==> config.mk <==
export PLATFORM = sky130hd
export DESIGN_NAME = range_table_pixel_classifier_core
export DESIGN_NICKNAME = d
export VERILOG_FILES = /design/src/hdl/rtpc_pkg.sv /design/src/hdl/rtpc_table.sv /design/src/hdl/rtpc_match.sv /design/src/hdl/range_table_pixel_classifier_core.sv
export SDC_FILE = /design/constraint.sdc
export NUM_CORES = 2
export LEC_CHECK = 0
export BUFFER_PORTS_ARGS = -buffer_cell sky130_fd_sc_hd__buf_2
export CORE_MARGIN = 4
export CORE_UTILIZATION = 55
export CTS_BUF_LIST = sky130_fd_sc_hd__clkbuf_4 sky130_fd_sc_hd__clkbuf_8
export DETAILED_ROUTE_END_ITERATION = 12
export GPL_ROUTABILITY_DRIVEN = 0
export PLACE_DENSITY = 0.72
export SYNTH_ARGS = -nofsm -noshare
export SYNTH_HDL_FRONTEND = slang
export SYNTH_SLANG_ARGS = --single-unit
==> constraint.sdc <==
create_clock -name clk -period 9 [get_ports clk]
set_input_delay 1.8 -clock clk [delete_from_list [all_inputs] [get_ports clk]]
set_output_delay 1.8 -clock clk [all_outputs]
set_load 0.01 [all_outputs]
==> src/hdl/rtpc_pkg.sv <==
package rtpc_pkg;

    localparam int COLOR_W = 24;
    localparam int INDEX_W = 4;
    localparam int COUNT_W = 5;
    localparam int PADDR_W = 3;
    localparam int PDATA_W = 32;

    // beat kinds
    localparam logic MODE_CLASSIFY = 1'b0;
    localparam logic MODE_LOAD     = 1'b1;

    // register index, taken from paddr[2]
    localparam logic REG_ENTRY_COUNT = 1'b0;

    typedef struct packed {
        logic               hit;
        logic [INDEX_W-1:0] class_number;
        logic [COLOR_W-1:0] color;
    } match_t;

endpackage

==> src/hdl/rtpc_table.sv <==
module rtpc_table #(
    parameter int TABLE_DEPTH = 16,
    parameter int VALUE_BITS  = 32
) (
    input  logic                               clk,
    input  logic                               wr_en,
    input  logic [rtpc_pkg::INDEX_W-1:0]       wr_index,
    input  logic [rtpc_pkg::COLOR_W-1:0]       wr_color,
    input  logic signed [VALUE_BITS-1:0]       wr_low,
    input  logic signed [VALUE_BITS-1:0]       wr_high,
    output logic [rtpc_pkg::COLOR_W-1:0]       colors   [TABLE_DEPTH],
    output logic signed [VALUE_BITS-1:0]       minimums [TABLE_DEPTH],
    output logic signed [VALUE_BITS-1:0]       maximums [TABLE_DEPTH]
);

    logic [rtpc_pkg::COLOR_W-1:0] colors_reg   [TABLE_DEPTH];
    logic signed [VALUE_BITS-1:0] minimums_reg [TABLE_DEPTH];
    logic signed [VALUE_BITS-1:0] maximums_reg [TABLE_DEPTH];

    // one row of entries, each with its own write enable; an index past the
    // table matches no row and is dropped
    for (genvar i = 0; i < TABLE_DEPTH; i++) begin : g_entry
        always_ff @(posedge clk)
        begin
            if (wr_en && (int'(wr_index) == i))
            begin
                colors_reg[i]   <= wr_color;
                minimums_reg[i] <= wr_low;
                maximums_reg[i] <= wr_high;
            end
        end

        assign colors[i]   = colors_reg[i];
        assign minimums[i] = minimums_reg[i];
        assign maximums[i] = maximums_reg[i];
    end

endmodule

==> src/hdl/rtpc_match.sv <==
module rtpc_match #(
    parameter int TABLE_DEPTH = 16,
    parameter int VALUE_BITS  = 32
) (
    input  logic signed [VALUE_BITS-1:0]       value,
    input  logic [rtpc_pkg::COUNT_W-1:0]       entry_count,
    input  logic [rtpc_pkg::COLOR_W-1:0]       colors   [TABLE_DEPTH],
    input  logic signed [VALUE_BITS-1:0]       minimums [TABLE_DEPTH],
    input  logic signed [VALUE_BITS-1:0]       maximums [TABLE_DEPTH],
    output rtpc_pkg::match_t                   result
);

    logic [TABLE_DEPTH-1:0] active;
    logic [TABLE_DEPTH-1:0] eq_hit;
    logic [TABLE_DEPTH-1:0] rng_hit;
    rtpc_pkg::match_t       eq_pick;
    rtpc_pkg::match_t       rng_pick;

    // one equality test and one range test per entry
    for (genvar i = 0; i < TABLE_DEPTH; i++) begin : g_cmp
        assign active[i]  = i < int'(entry_count);
        assign eq_hit[i]  = active[i] && (value == minimums[i]);
        assign rng_hit[i] = active[i] && (value >= minimums[i]) && (value <= maximums[i]);
    end

    // lowest index wins: scan downwards so the last hit written is the lowest
    always_comb
    begin
        eq_pick  = '0;
        rng_pick = '0;
        for (int i = TABLE_DEPTH - 1; i >= 0; i--)
        begin
            if (eq_hit[i])
            begin
                eq_pick.hit          = 1'b1;
                eq_pick.class_number = rtpc_pkg::INDEX_W'(i);
                eq_pick.color        = colors[i];
            end
            if (rng_hit[i])
            begin
                rng_pick.hit          = 1'b1;
                rng_pick.class_number = rtpc_pkg::INDEX_W'(i);
                rng_pick.color        = colors[i];
            end
        end
    end

    // exact match on a minimum beats a range match
    assign result = eq_pick.hit ? eq_pick : rng_pick;

endmodule

==> src/hdl/range_table_pixel_classifier_core.sv <==
// Colour classifier for raster cells: each classify beat compares its signed
// 16.16 cell value against the first entry_count entries of a class table of up
// to TABLE_DEPTH rows (colour, minimum, maximum) and returns one result beat;
// the lowest entry whose minimum equals the value wins, else the lowest entry
// whose closed range holds it, else the result is no-data with matched low and
// colour and class number zero. Load beats write one table row and return
// nothing; a row index past the table is dropped. One beat is taken every
// clock while result beats drain; a stalled result holds back a classify in
// the input stage and every beat behind it. out_valid rises once its beat has
// passed the input register and then the result register; the logic between
// those registers is the single bank of 3*TABLE_DEPTH parallel comparators
// and the priority pick. Loads and classifies stay in order, so
// a classify sees every load taken before it. entry_count sits at byte address
// 0 of the APB port; the user must write it only while the block is idle, as
// the block does not enforce this; rows searched must have been loaded first.
module range_table_pixel_classifier_core #(
    parameter int TABLE_DEPTH = 16,
    parameter int VALUE_BITS  = 32
) (
    input  logic                               clk,
    input  logic                               rst_n,

    // config port
    input  logic                               psel,
    input  logic                               penable,
    input  logic                               pwrite,
    input  logic [rtpc_pkg::PADDR_W-1:0]       paddr,
    input  logic [rtpc_pkg::PDATA_W-1:0]       pwdata,
    output logic [rtpc_pkg::PDATA_W-1:0]       prdata,
    output logic                               pready,

    // input beats
    input  logic                               in_valid,
    output logic                               in_ready,
    input  logic                               mode,
    input  logic signed [VALUE_BITS-1:0]       cell_value,
    input  logic [rtpc_pkg::INDEX_W-1:0]       entry_index,
    input  logic [rtpc_pkg::COLOR_W-1:0]       entry_color,
    input  logic signed [VALUE_BITS-1:0]       entry_low,
    input  logic signed [VALUE_BITS-1:0]       entry_high,

    // result beats
    output logic                               out_valid,
    input  logic                               out_ready,
    output logic [rtpc_pkg::COLOR_W-1:0]       pixel_color,
    output logic                               matched,
    output logic [rtpc_pkg::INDEX_W-1:0]       class_number
);

    // config register
    logic [rtpc_pkg::COUNT_W-1:0] entry_count_reg;

    // input stage
    logic                          s1_valid_reg;
    logic                          s1_mode_reg;
    logic signed [VALUE_BITS-1:0]  s1_value_reg;
    logic [rtpc_pkg::INDEX_W-1:0]  s1_index_reg;
    logic [rtpc_pkg::COLOR_W-1:0]  s1_color_reg;
    logic signed [VALUE_BITS-1:0]  s1_low_reg;
    logic signed [VALUE_BITS-1:0]  s1_high_reg;

    // result stage
    logic                          out_valid_reg;
    rtpc_pkg::match_t              out_reg;

    logic                          in_take;
    logic                          out_free;
    logic                          s1_go;
    logic                          s1_load;
    logic                          s1_classify;

    logic [rtpc_pkg::COLOR_W-1:0]  tbl_colors   [TABLE_DEPTH];
    logic signed [VALUE_BITS-1:0]  tbl_minimums [TABLE_DEPTH];
    logic signed [VALUE_BITS-1:0]  tbl_maximums [TABLE_DEPTH];
    rtpc_pkg::match_t              match_result;

    // ---------------------------------------------------------------- config
    assign pready = 1'b1;
    assign prdata = (paddr[2] == rtpc_pkg::REG_ENTRY_COUNT)
                  ? rtpc_pkg::PDATA_W'(entry_count_reg) : '0;

    always_ff @(posedge clk or negedge rst_n)
    begin
        if (!rst_n)
        begin
            entry_count_reg <= '0;
        end
        else if (psel && penable && pwrite && pready
                 && (paddr[2] == rtpc_pkg::REG_ENTRY_COUNT))
        begin
            entry_count_reg <= pwdata[rtpc_pkg::COUNT_W-1:0];
        end
    end

    // ------------------------------------------------------------ handshake
    // loads leave the input stage at once; a classify leaves when the result
    // register is empty or being drained this cycle
    assign out_free    = !out_valid_reg || out_ready;
    assign s1_load     = s1_valid_reg && (s1_mode_reg == rtpc_pkg::MODE_LOAD);
    assign s1_classify = s1_valid_reg && (s1_mode_reg == rtpc_pkg::MODE_CLASSIFY);
    assign s1_go       = s1_load || (s1_classify && out_free);
    assign in_ready    = !s1_valid_reg || s1_go;
    assign in_take     = in_valid && in_ready;

    // ----------------------------------------------------------- input stage
    always_ff @(posedge clk or negedge rst_n)
    begin
        if (!rst_n)
        begin
            s1_valid_reg <= 1'b0;
        end
        else if (in_ready)
        begin
            s1_valid_reg <= in_valid;
        end
    end

    // payload holds no reset
    always_ff @(posedge clk)
    begin
        if (in_take)
        begin
            s1_mode_reg  <= mode;
            s1_value_reg <= cell_value;
            s1_index_reg <= entry_index;
            s1_color_reg <= entry_color;
            s1_low_reg   <= entry_low;
            s1_high_reg  <= entry_high;
        end
    end

    // ------------------------------------------------------------ class table
    // a load writes at the edge it leaves the input stage, so the classify
    // behind it already sees the new row
    rtpc_table #(
        .TABLE_DEPTH (TABLE_DEPTH),
        .VALUE_BITS  (VALUE_BITS)
    ) u_table (
        .clk      (clk),
        .wr_en    (s1_load),
        .wr_index (s1_index_reg),
        .wr_color (s1_color_reg),
        .wr_low   (s1_low_reg),
        .wr_high  (s1_high_reg),
        .colors   (tbl_colors),
        .minimums (tbl_minimums),
        .maximums (tbl_maximums)
    );

    // ---------------------------------------------------------------- search
    rtpc_match #(
        .TABLE_DEPTH (TABLE_DEPTH),
        .VALUE_BITS  (VALUE_BITS)
    ) u_match (
        .value       (s1_value_reg),
        .entry_count (entry_count_reg),
        .colors      (tbl_colors),
        .minimums    (tbl_minimums),
        .maximums    (tbl_maximums),
        .result      (match_result)
    );

    // ---------------------------------------------------------- result stage
    always_ff @(posedge clk or negedge rst_n)
    begin
        if (!rst_n)
        begin
            out_valid_reg <= 1'b0;
        end
        else if (s1_classify && out_free)
        begin
            out_valid_reg <= 1'b1;
        end
        else if (out_ready)
        begin
            out_valid_reg <= 1'b0;
        end
    end

    always_ff @(posedge clk)
    begin
        if (s1_classify && out_free)
        begin
            out_reg <= match_result;
        end
    end

    assign out_valid    = out_valid_reg;
    assign pixel_color  = out_reg.color;
    assign matched      = out_reg.hit;
    assign class_number = out_reg.class_number;

endmodule

==> flow_summary.toml <==
[routing]
ant_nets = 0
highest_metal_layer_used_by_the_detailed_router = "met5"
met2WireLength_mm = 106.3
detail_route.vias_per_cell = 6.403
detail_route.wirelength_mm = 249.4
drt_iter0_drc = 7975
routedLengthMet1_mm = 96.71
drc = 0
drt-wirelength-per-cell_um = 27.43
route.vias.total = 58220
detailedRoute.firstPassIterationCount = 9
routed_length_on_met3_mm = 33.75

[critical_path]
slowest_delay_ns = 1.01
regToRegEndpoint = "pixel_color[20]$_DFFE_PP_"
r2r-start = "s1_value_reg[17]$_DFFE_PP_"
critical_path_required_ns = 9.66
path_delay_family = "simple AND/OR/NAND/NOR gates"
slowest_stage = "sky130_fd_sc_hd__nor4_2"
endpoint_class_of_the_critical_path = "flip-flop"
crit_type = "flip-flop to flip-flop"
cp_common_cell = "sky130_fd_sc_hd__buf_4"
timing.critical_path.buf_inv = 3
rrSetupSlack_ns = 2.50
rr_worst_depth = 14
crit_path_max_fanout = 28
critPathCapture = "pixel_color[20]$_DFFE_PP_"
critPathLaunch = "s1_value_reg[17]$_DFFE_PP_"
worstSetupPathDepth = 14
crit_arrival_ns = 7.15
cp-start-kind = "flip-flop"
ordered_cell_list_for_the_critical_path = "buf_4 > buf_4 > ha_1 > nand4_1 > nor4_2 > and4_1 > buf_4 > a31oi_1 > nand3_1 > and3_2 > nor2_4 > a221o_1 > a21oi_1 > o41ai_1"

[clock_network]
cts_setup_buffers = 0
tritoncts.num_buffers = 286
numClockSinks = 1569
hold_buffers = 0
cts_htree_levels = 5
worst_setup_hold_path_clk_slew_ns = 0.07
cts_resized = 0
cts_root_buf = "sky130_fd_sc_hd__clkbuf_8"
max-clock-path-buffers = 4
clock_latency_ns = 0.99
cts_tree = "built"

[grt]
grt_antenna_before_repair = 16
grt_util_all_layers_pct = 32.02
gr-total-overflow = 0
first_global_vias = 57560
grt_pass1_wl_mm = 358.7
largest_net_degree_at_the_start_of_global_routing = 126

[timing]
max_slew_margin_pct = 6.172
unrepaired_setup_endpoints_after_global_routing = "no"
skew_ns = 0.08090
max_clock_freq_mhz = 153.9
max_slew.worst_pin.slew_ns = 1.395
fin_crit_ns = 6.499
min_period_over_period_pct = 72.22
finalHoldViolations = 0
finalSetupViolCount = 0
finalSetupTns_ns = 0
timing.final.max_slew_violations = 0
finalWorstSetupSlack_ns = 2.501

[floorplan]
die_height_um = 392.3
floorplan.core_area_um2 = 146300
chipWidth_um = 392.3
pin_count = 231
initial_core_util_pct = 55.54
fp.dieArea_um2 = 153900
rows = 140

[power_and_ir_drop]
max-vdd-ir-drop_v = 0.0001556
pwr_density_cell_nw_per_um2 = 183.1
post-layout-total-power_mw = 16.53
p_leak_nw = 37.47

[layout]
share_of_final_layout_standard_cells_stronger_than_drive_strength_1_pct = 11.31
filler_cell_count_in_the_final_layout = 11040
multi_input_area_um2 = 29700
layout_commonest_cell = "sky130_fd_sc_hd__edfxtp_1"
commonest_cells_after_routing_fill_and_taps_aside = "sky130_fd_sc_hd__edfxtp_1, sky130_fd_sc_hd__inv_1, sky130_fd_sc_hd__ha_1"
final_nets = 8176
areaGrowthSynthToFinish_pct = 11.13
ff_latch_area_um2 = 47080

[flow_run]
max-cap-violations = 0

[yosys]
ys.flop_type = "sky130_fd_sc_hd__edfxtp_1"
yosysSeqAreaShare_pct = 57.95
synth_warnings = 0
synth_top_area_share_pct = 57.74
synthesis.instances = 6542
synth-seq-cells = 1569
synth-edff-count = 1562
synthDistinctLibCells = 95
async_flop_share_pct = 0.4461
synth.cell_area_um2 = 81240
synth.avg_cell_area_um2 = 12.42
synth_area_leaders = "sky130_fd_sc_hd__edfxtp_1, sky130_fd_sc_hd__ha_1, sky130_fd_sc_hd__inv_1"
post-synth-top-area-cell = "sky130_fd_sc_hd__edfxtp_1"

[place]
pre_cts_ws_ns = 2.880
post-dp-hpwl_mm = 151.3
io_buffers = 173

[status]
run_status = "complete, no violations"

[hold_path]
hold_removal_path_class = "flip-flop to flip-flop"
==> layer usage <==
metal | global-route usage (%) | vias to the layer above
met3 | 9.131 | 825
met1 | 43.63 | 27990
met4 | 15.26 | 12
met5 | 0.5104 | -
met2 | 47.40 | 3888
li1 | - | 25500
==> worst min-delay path by stage <==
stage | start | endpoint | slack, ns | cells past startpoint
5_1_grt | rst_n | out_valid$_DFFE_PN0P_ | 0.60 | 1
3_3_place_gp | out_valid$_DFFE_PN0P_ | out_valid$_DFFE_PN0P_ | 0.53 | 2
4_1_cts | rst_n | out_valid$_DFFE_PN0P_ | 0.56 | 1
2_1_floorplan | s1_valid_reg$_DFFE_PN0N_ | out_valid$_DFFE_PN0P_ | 0.51 | 2
6_report | out_valid$_DFFE_PN0P_ | out_valid$_DFFE_PN0P_ | 0.56 | 2
3_5_place_dp | out_valid$_DFFE_PN0P_ | out_valid$_DFFE_PN0P_ | 0.54 | 2
==> final cells by class <==
class / count / area share, %
Antenna cell: 4 / 0.01109
Sequential cell: 1569 / 52.15
Clock inverter: 109 / 0.6832
Clock buffer: 365 / 5.065
Timing Repair Buffer: 297 / 2.046
Inverter: 1080 / 4.490
Tap cell: 1917 / 2.657
Multi-Input combinational cell: 3751 / 32.90
==> power breakdown <==
part / total, mW / switching [mW] / leakage [nW] / internal, mW
logic: 1.73 / 1.15 / 20.5 / 0.581
clock network: 6.36 / 2.92 / 2.73 / 3.44
registers: 8.44 / 0.245 / 14.3 / 8.20
total: 16.5 / 4.31 / 37.5 / 12.2
==> metrics by stage <==
stage / util (%) / hold WS (ns) / instance area [um^2] / cells
finish: 61.73 / 0.5642 / 90280 / 9092
global route: 61.72 / 0.6019 / 90280 / 9091
CTS: 61.72 / 0.5639 / 90270 / 9088
detailed placement: 58.17 / 0.5390 / 85080 / 8614
global placement: 58.17 / 0.5307 / 85080 / 8614
floorplan: - / 0.5135 / 81340 / 6568
==> cells in the mapped netlist (16+ instances only) <==
library cell	number
sky130_fd_sc_hd__nor2_1	185
sky130_fd_sc_hd__a211o_1	17
sky130_fd_sc_hd__a2111oi_0	34
sky130_fd_sc_hd__a221oi_1	104
sky130_fd_sc_hd__a211oi_1	101
sky130_fd_sc_hd__nor4_1	26
sky130_fd_sc_hd__nor3_1	114
sky130_fd_sc_hd__a21oi_1	386
sky130_fd_sc_hd__buf_2	24
sky130_fd_sc_hd__o21a_1	45
sky130_fd_sc_hd__a21o_1	105
sky130_fd_sc_hd__clkbuf_1	105
sky130_fd_sc_hd__a31oi_1	19
sky130_fd_sc_hd__nand3_1	159
sky130_fd_sc_hd__o41ai_1	27
sky130_fd_sc_hd__a22oi_2	20
sky130_fd_sc_hd__o22ai_1	55
sky130_fd_sc_hd__nand2_1	295
sky130_fd_sc_hd__and3_1	24
sky130_fd_sc_hd__and4_1	29
sky130_fd_sc_hd__nor2b_1	43
sky130_fd_sc_hd__o211ai_1	114
sky130_fd_sc_hd__o31ai_1	16
sky130_fd_sc_hd__nand4_1	196
sky130_fd_sc_hd__nand2b_1	25
sky130_fd_sc_hd__mux2i_1	28
sky130_fd_sc_hd__o21ai_0	262
sky130_fd_sc_hd__a221o_1	31
sky130_fd_sc_hd__ha_1	1024
sky130_fd_sc_hd__edfxtp_1	1562
sky130_fd_sc_hd__o2bb2ai_1	22
sky130_fd_sc_hd__buf_4	31
sky130_fd_sc_hd__inv_1	1079
==> worst register-to-register path, stage by stage, from the launching register on <==
cell,delay (ns)
sky130_fd_sc_hd__edfxtp_1,0.87
sky130_fd_sc_hd__buf_4,0.38
sky130_fd_sc_hd__buf_4,0.40
sky130_fd_sc_hd__ha_1,0.24
sky130_fd_sc_hd__nand4_1,0.13
sky130_fd_sc_hd__nor4_2,1.02
sky130_fd_sc_hd__and4_1,0.39
sky130_fd_sc_hd__buf_4,0.50
sky130_fd_sc_hd__a31oi_1,0.10
sky130_fd_sc_hd__nand3_1,0.16
sky130_fd_sc_hd__and3_2,0.87
sky130_fd_sc_hd__nor2_4,0.42
sky130_fd_sc_hd__a221o_1,0.43
sky130_fd_sc_hd__a21oi_1,0.20
sky130_fd_sc_hd__o41ai_1,0.10
==> logic make-up after synthesis <==
| group | share of synthesized area (%) |
|---|---|
| and+or+nand+nor | 7.490 |
| adders and majority gates | 15.77 |
| AOI/OAI and AO/OA | 12.36 |
| DFF | 57.95 |
| other | 0.009244 |
| muxes | 0.4559 |
| buffers and inverters | 5.965 |
Power figures use the tool's default switching activity.
